**config.mk**
```make
export PLATFORM = sky130hd
export DESIGN_NAME = sarq_sqrt
export DESIGN_NICKNAME = d
export VERILOG_FILES = /design/src/sarq_pkg.sv /design/src/sarq_sqrt.sv
export SDC_FILE = /design/constraint.sdc
export NUM_CORES = 2
export LEC_CHECK = 0
export BUFFER_PORTS_ARGS = -buffer_cell sky130_fd_sc_hd__buf_2
export CORE_ASPECT_RATIO = 0.9
export CORE_MARGIN = 3
export CORE_UTILIZATION = 60
export DETAILED_ROUTE_END_ITERATION = 16
export PLACE_DENSITY_LB_ADDON = 0.2
export SYNTH_ARGS = -nofsm -noshare
export SYNTH_HDL_FRONTEND = slang
export SYNTH_SLANG_ARGS = --single-unit
```
**constraint.sdc**
```tcl
create_clock -name clk -period 9.6 [get_ports clk]
set_clock_uncertainty 0.1 [all_clocks]
set_input_delay 0.96 -clock clk [delete_from_list [all_inputs] [get_ports clk]]
set_output_delay 0.96 -clock clk [all_outputs]
set_load 0.005 [all_outputs]
```
**src/sarq_pkg.sv**
```systemverilog
// Shared constants for the shortest-arc rotation quaternion core.
// Holds field widths, fixed-point constants and pipeline latencies; no dependencies.
`timescale 1ns / 1ps

package sarq_pkg;

  localparam int IN_W   = 32;
  localparam int OUT_W  = 32;
  localparam int UNIT_W = 32;

  localparam logic [30:0] Q30_ONE = 31'h4000_0000;

  localparam logic signed [63:0] ONE_Q60 = 64'sh1000_0000_0000_0000;
  localparam logic signed [63:0] OPP_TH  = 64'sd1152921504607 - ONE_Q60;

  localparam int SQRT_LAT = 33;
  localparam int DIV_LAT  = 33;
  localparam int PREP_LAT = 5;
  localparam int UNIT_LAT = PREP_LAT + SQRT_LAT + DIV_LAT + 1;
  localparam int POST_LAT = 3;

endpackage

```
**src/sarq_sqrt.sv**
```systemverilog
// Pipelined rounded integer square root, one result bit per stage.
// Depends on sarq_pkg for its latency.
`timescale 1ns / 1ps

module sarq_sqrt
  import sarq_pkg::*;
(
  input  logic        clk,
  input  logic [63:0] rad,
  output logic [32:0] root
);

  localparam int Steps = SQRT_LAT - 1;

  logic [63:0] rem_r   [Steps];
  logic [63:0] acc_r   [Steps];
  logic [63:0] rem_nxt [Steps];
  logic [63:0] acc_nxt [Steps];
  logic [32:0] root_r;
  logic [32:0] root_nxt;

  for (genvar i = 0; i < Steps; i++) begin : g_step
    localparam logic [63:0] StepBit = 64'd1 << (62 - 2 * i);
    logic [63:0] rem_in;
    logic [63:0] acc_in;
    logic [63:0] trial;
    if (i == 0) begin : g_first
      assign rem_in = rad;
      assign acc_in = '0;
    end else begin : g_next
      assign rem_in = rem_r[i-1];
      assign acc_in = acc_r[i-1];
    end
    assign trial = acc_in + StepBit;
    assign rem_nxt[i] = (rem_in >= trial) ? rem_in - trial : rem_in;
    assign acc_nxt[i] = (rem_in >= trial) ? (acc_in >> 1) + StepBit : acc_in >> 1;
  end

  assign root_nxt = {1'b0, acc_r[Steps-1][31:0]}
                  + 33'(rem_r[Steps-1] > acc_r[Steps-1]);

  always_ff @(posedge clk) begin
    for (int i = 0; i < Steps; i++) begin
      rem_r[i] <= rem_nxt[i];
      acc_r[i] <= acc_nxt[i];
    end
    root_r <= root_nxt;
  end

  assign root = root_r;

endmodule

```
# Word-level counts from Yosys, hierarchy flattened

Memory sizes are Yosys's and may differ from the RTL's.
Cells that the tools add are included.

Bits in registers: 33
Memory bits (writable): 4,096
Input port bits: 65
Output and inout bits: 33
Word-level logic and storage cells: 195
Memories: 2

$add $sub $neg: 95
Magnitude comparators: 33
Mux-type cells: 64

Memories:

| name  | words | width | rd ports | clocked after Yosys merged registers in | wr ports | line            | RTL |
|---|---|---|---|---|---|---|---|
| acc_r | 32    | 64    | 32       | 0                                       | 32       | sarq_sqrt.sv:16 | `logic [63:0] acc_r [Steps];` |
| rem_r | 32    | 64    | 32       | 0                                       | 32       | sarq_sqrt.sv:15 | `logic [63:0] rem_r [Steps];` |

Operator list:

| kind                   | count |
|---|---|
| $mux 64                | 63 |
| $ge 64x64->1           | 31 |
| $sub 64x64->64         | 31 |
| $add 63x1->64 const B  | 1 |
| $add 63x11->64 const B | 1 |
| $add 63x13->64 const B | 1 |
| $add 63x15->64 const B | 1 |
| $add 63x17->64 const B | 1 |
| $add 63x19->64 const B | 1 |
| $add 63x21->64 const B | 1 |
| $add 63x23->64 const B | 1 |
| $add 63x25->64 const B | 1 |
| $add 63x27->64 const B | 1 |
| $add 63x29->64 const B | 1 |
| $add 63x3->64 const B  | 1 |
| $add 63x31->64 const B | 1 |
| $add 63x33->64 const B | 1 |
| $add 63x35->64 const B | 1 |
| $add 63x37->64 const B | 1 |
| $add 63x39->64 const B | 1 |
| $add 63x41->64 const B | 1 |
| $add 63x43->64 const B | 1 |
| $add 63x45->64 const B | 1 |
| $add 63x47->64 const B | 1 |
| other kinds (46)       | 46 |

# Longest topological paths before layout

An unclocked memory read counts as a cell.

Depth after elaboration: 4
Depth in mapped cells: 20
Mapped depth without buffers: 20

# Worst setup path before layout

Ideal clock, no wire load.

Path kind: register -> register
From: memory rem_r[23][51], in the netlist rem_r[1][499]
To: memory rem_r[24][18], in the netlist rem_r[1][530]
Library setup time: 0.121 ns
Data arrival time: 3.554 ns
Data required time: 9.379 ns
Path slack: 5.826 ns
Cell stages (with the launch flop): 10
Buffers on the path: 1
Cells stage by stage: dfxtp_1 > or4_1 > or2_1 > or3_1 > or4_4 > or4_1 > nor4_1 > nor3b_4 > buf_4 > mux2_2

RTL lines:

| what        | line |
|---|---|
| from (decl) | sarq_sqrt.sv:15 |

==> results.py <==
metrics = {
    "cts": {
        "cts_tree": "yes",
        "post_cts_resized": 0,
        "clockBufferDepth": 3,
        "clk_pin_slew_worst_paths_ps": 70,
        "worst_skew_pair.late_latency_ps": 890,
        "clkSinkCount": 2609,
        "root_buffer": "clkbuf_16",
        "numCtsBuffers": 237,
        "ctsHtreeMaxLevel": 4,
        "cts_setup_buffers": 0,
        "cts_hold_buf": 0,
    },
    "worst_hold_path": {
        "min_path_type": "in2reg",
        "hold_path_end": "rem_r[0][0]",
        "hold_start": "rad[0]",
        "hold_depth": 1,
    },
    "sta": {
        "relSlewSlack": 0.0980,
        "hold_slack_ps": 61.3,
        "fmax_ghz": 0.188,
        "tightest_slew_ps": 1320,
        "period_share": 0.555,
        "drv_slew": 0,
        "period_needed_ps": 5330,
        "grt_setup_unrepaired": "no",
        "finalHoldViolCount": 0,
        "fin_setup_tns_ps": 0,
        "setup-violations-final": 0,
    },
    "synthesis": {
        "ys_top_cells_by_count": "dfxtp_1, inv_1, nor2_1",
        "syn_area_um2": 100000,
        "yosysSeqAreaShare": 0.522,
        "syn_inst": 10100,
        "synthTopCellsByArea": "dfxtp_1, ha_1, xnor2_1",
        "yosys_most_used_dff": "dfxtp_1",
        "syn_avg_cell_area_um2": 9.88,
        "synth-seq-cells": 2609,
        "syn-num-nets": 10800,
        "synth_top_cell_area_share": 0.522,
        "async_flop_share": 0,
        "synth.most_common_cell": "dfxtp_1",
        "synth_top_area_cell": "dfxtp_1",
        "ys_warn_count": 0,
        "synth_edf_count": 0,
        "yosysUniqueCellTypes": 88,
    },
    "floorplanning": {
        "chipWidth_um": 436,
        "start_util": 0.606,
        "dieArea_um2": 172000,
        "row_count": 141,
        "core_area_um2": 165000,
        "pin_count": 98,
        "die_h_um": 393,
    },
    "worst_setup_path": {
        "crit_required_ps": 10290,
        "worst_path_max_delay_cell": "a2111oi_0",
        "rr_startpoint": "acc_r[1][836]",
        "crit_chain": "inv_1 > ha_1 > or3_1 > o22ai_1 > o22ai_1 > a32o_1 > o31ai_1 > o21bai_1 > a2111oi_0 > nand3_1 > nor3b_1 > xor2_1",
        "critPathMostFrequentCell": "o22ai_1",
        "reg2reg_slack_ps": 4270,
        "start_kind": "register",
        "path_class": "reg2reg",
        "crit_fanout": 11,
        "worstSetupEndpointType": "register",
        "critPathMaxStageDelay_ps": 1170,
        "reg2reg_to": "rem_r[1][949]",
        "cp.arrival_ps": 6020,
        "worstRegToRegCells": 12,
    },
    "global_routing": {
        "grt_antenna_before_repair": 16,
        "grt_max_degree": 59,
        "gr-usage-all-layers": 0.278,
        "grt_pass1_wl_mm": 388,
        "grt_pass1_vias": 71200,
        "overflow": 0,
    },
    "cells_and_area": {
        "fin_util": 0.675,
        "final_nets": 11000,
        "stdcell_area_um2": 111000,
        "drive_gt1_frac": 0.0683,
        "area_growth_pct": 11.4,
        "nFillCells": 12600,
    },
    "placement": {
        "placed_area_um2": 103000,
        "hpwl_mm": 190,
        "gp_congestion": 0.934,
        "place.port_buffers": 97,
    },
    "routing": {
        "wl_per_cell_um": 19.4,
        "finalWirelength_mm": 247,
        "drc": 0,
        "viasPerCell": 5.71,
        "drt_iter0_drc": 5710,
        "first_pass_iters": 6,
        "ant_nets": 0,
        "vias": 72600,
    },
    "job": {
        "max-cap-violations": 0,
    },
    "power_and_ir_drop": {
        "p_per_area_nw_per_um2": 304,
        "ir_drop_v": 0.000251,
        "leakage_nw": 51.4,
    },
    "run_status": {
        "status": "finished clean",
    },
}
stage by stage:
stage	instances	total power, W	worst slack [ps]
CTS	12700	0.0339	4480
finish	12700	0.0339	4270
detailed placement	12300	0.0237	4590
floorplan	10100	0.0211	5830
global route	12700	0.0356	3950
global placement	12300	0.0236	4580
worst max-delay path, delay by kind of cell (launching register included):
family	cells	cell delay, ps
AOI/OAI and AO/OA	6	2810
xor gates and xnor gates	1	180
adders and majority gates	1	230
buffers and inverters	1	50
DFF	1	330
and+or+nand+nor	3	1530
state kept, by name, summed over array words and instances (netlist names):
signal / flops
acc_r: 528
rem_r: 2048
root: 33
cell usage in the layout (no fill, tap or decap), types with 38 or more instances in the layout:
master and instances:
nor2b_1 78, clkbuf_16 237, xor2_1 451, nor4b_1 44, ha_1 594, a21oi_1 664
or4_1 92, nor2_1 727, nand2b_1 109, a31oi_1 51, nor4_1 352, o21ai_0 439
o21a_1 101, nand4_1 187, or3_1 106, nand2_1 622, clkbuf_8 43, o21bai_1 64
buf_2 97, a21o_1 232, or2_2 38, inv_1 736, a211oi_1 40, mux2_2 110
clkinv_2 52, o31ai_1 46, dfxtp_1 2609, nand3_1 160, and3_1 59, nor3_1 263
xnor2_1 523
where the power goes:
group / internal, W / switching [W]
Clock: 0.00588 / 0.00420
Sequential: 0.0133 / 0.00218
Combinational: 0.00362 / 0.00465
Total: 0.0228 / 0.0110
layout make-up:
type                       count  area (µm²)  share of cell area
multi-input combinational   6576       44300               0.398
antenna                        2        5.00           0.0000449
clock inverter               127        1930              0.0173
tap                         2216        2770              0.0249
sequential                  2609       52200               0.469
timing repair buffer         128         718             0.00645
clock buffer                 317        6660              0.0598
inverter                     740        2780              0.0249
logic make-up after synthesis:
family,share of synthesized area
buf+inv,0.0353
xor+xnor,0.0853
flops,0.522
mux,0.0131
compound gates,0.116
simple gates,0.154
fa+ha+maj,0.0743
worst max-delay path by stage:
stage                       start       endpoint  depth (start not counted)
finish              acc_r[1][836]  rem_r[1][949]                         12
global route        acc_r[1][836]  rem_r[1][951]                         12
CTS                 acc_r[1][836]  rem_r[1][949]                         12
detailed placement  acc_r[1][282]  rem_r[1][379]                         13
global placement    acc_r[1][836]  rem_r[1][949]                         12
floorplan           rem_r[1][499]  rem_r[1][530]                          9
routing by layer:
metal	routed length (µm)	share of wire	vias to the layer above	track usage
li1	-	-	35600	-
met1	114000	0.46	34600	0.388
met2	112000	0.46	2086	0.452
met3	15700	0.064	343	0.0491
met4	4450	0.018	2	0.0598
met5	13	0.000053	-	0
Power figures use the tool's default switching activity.
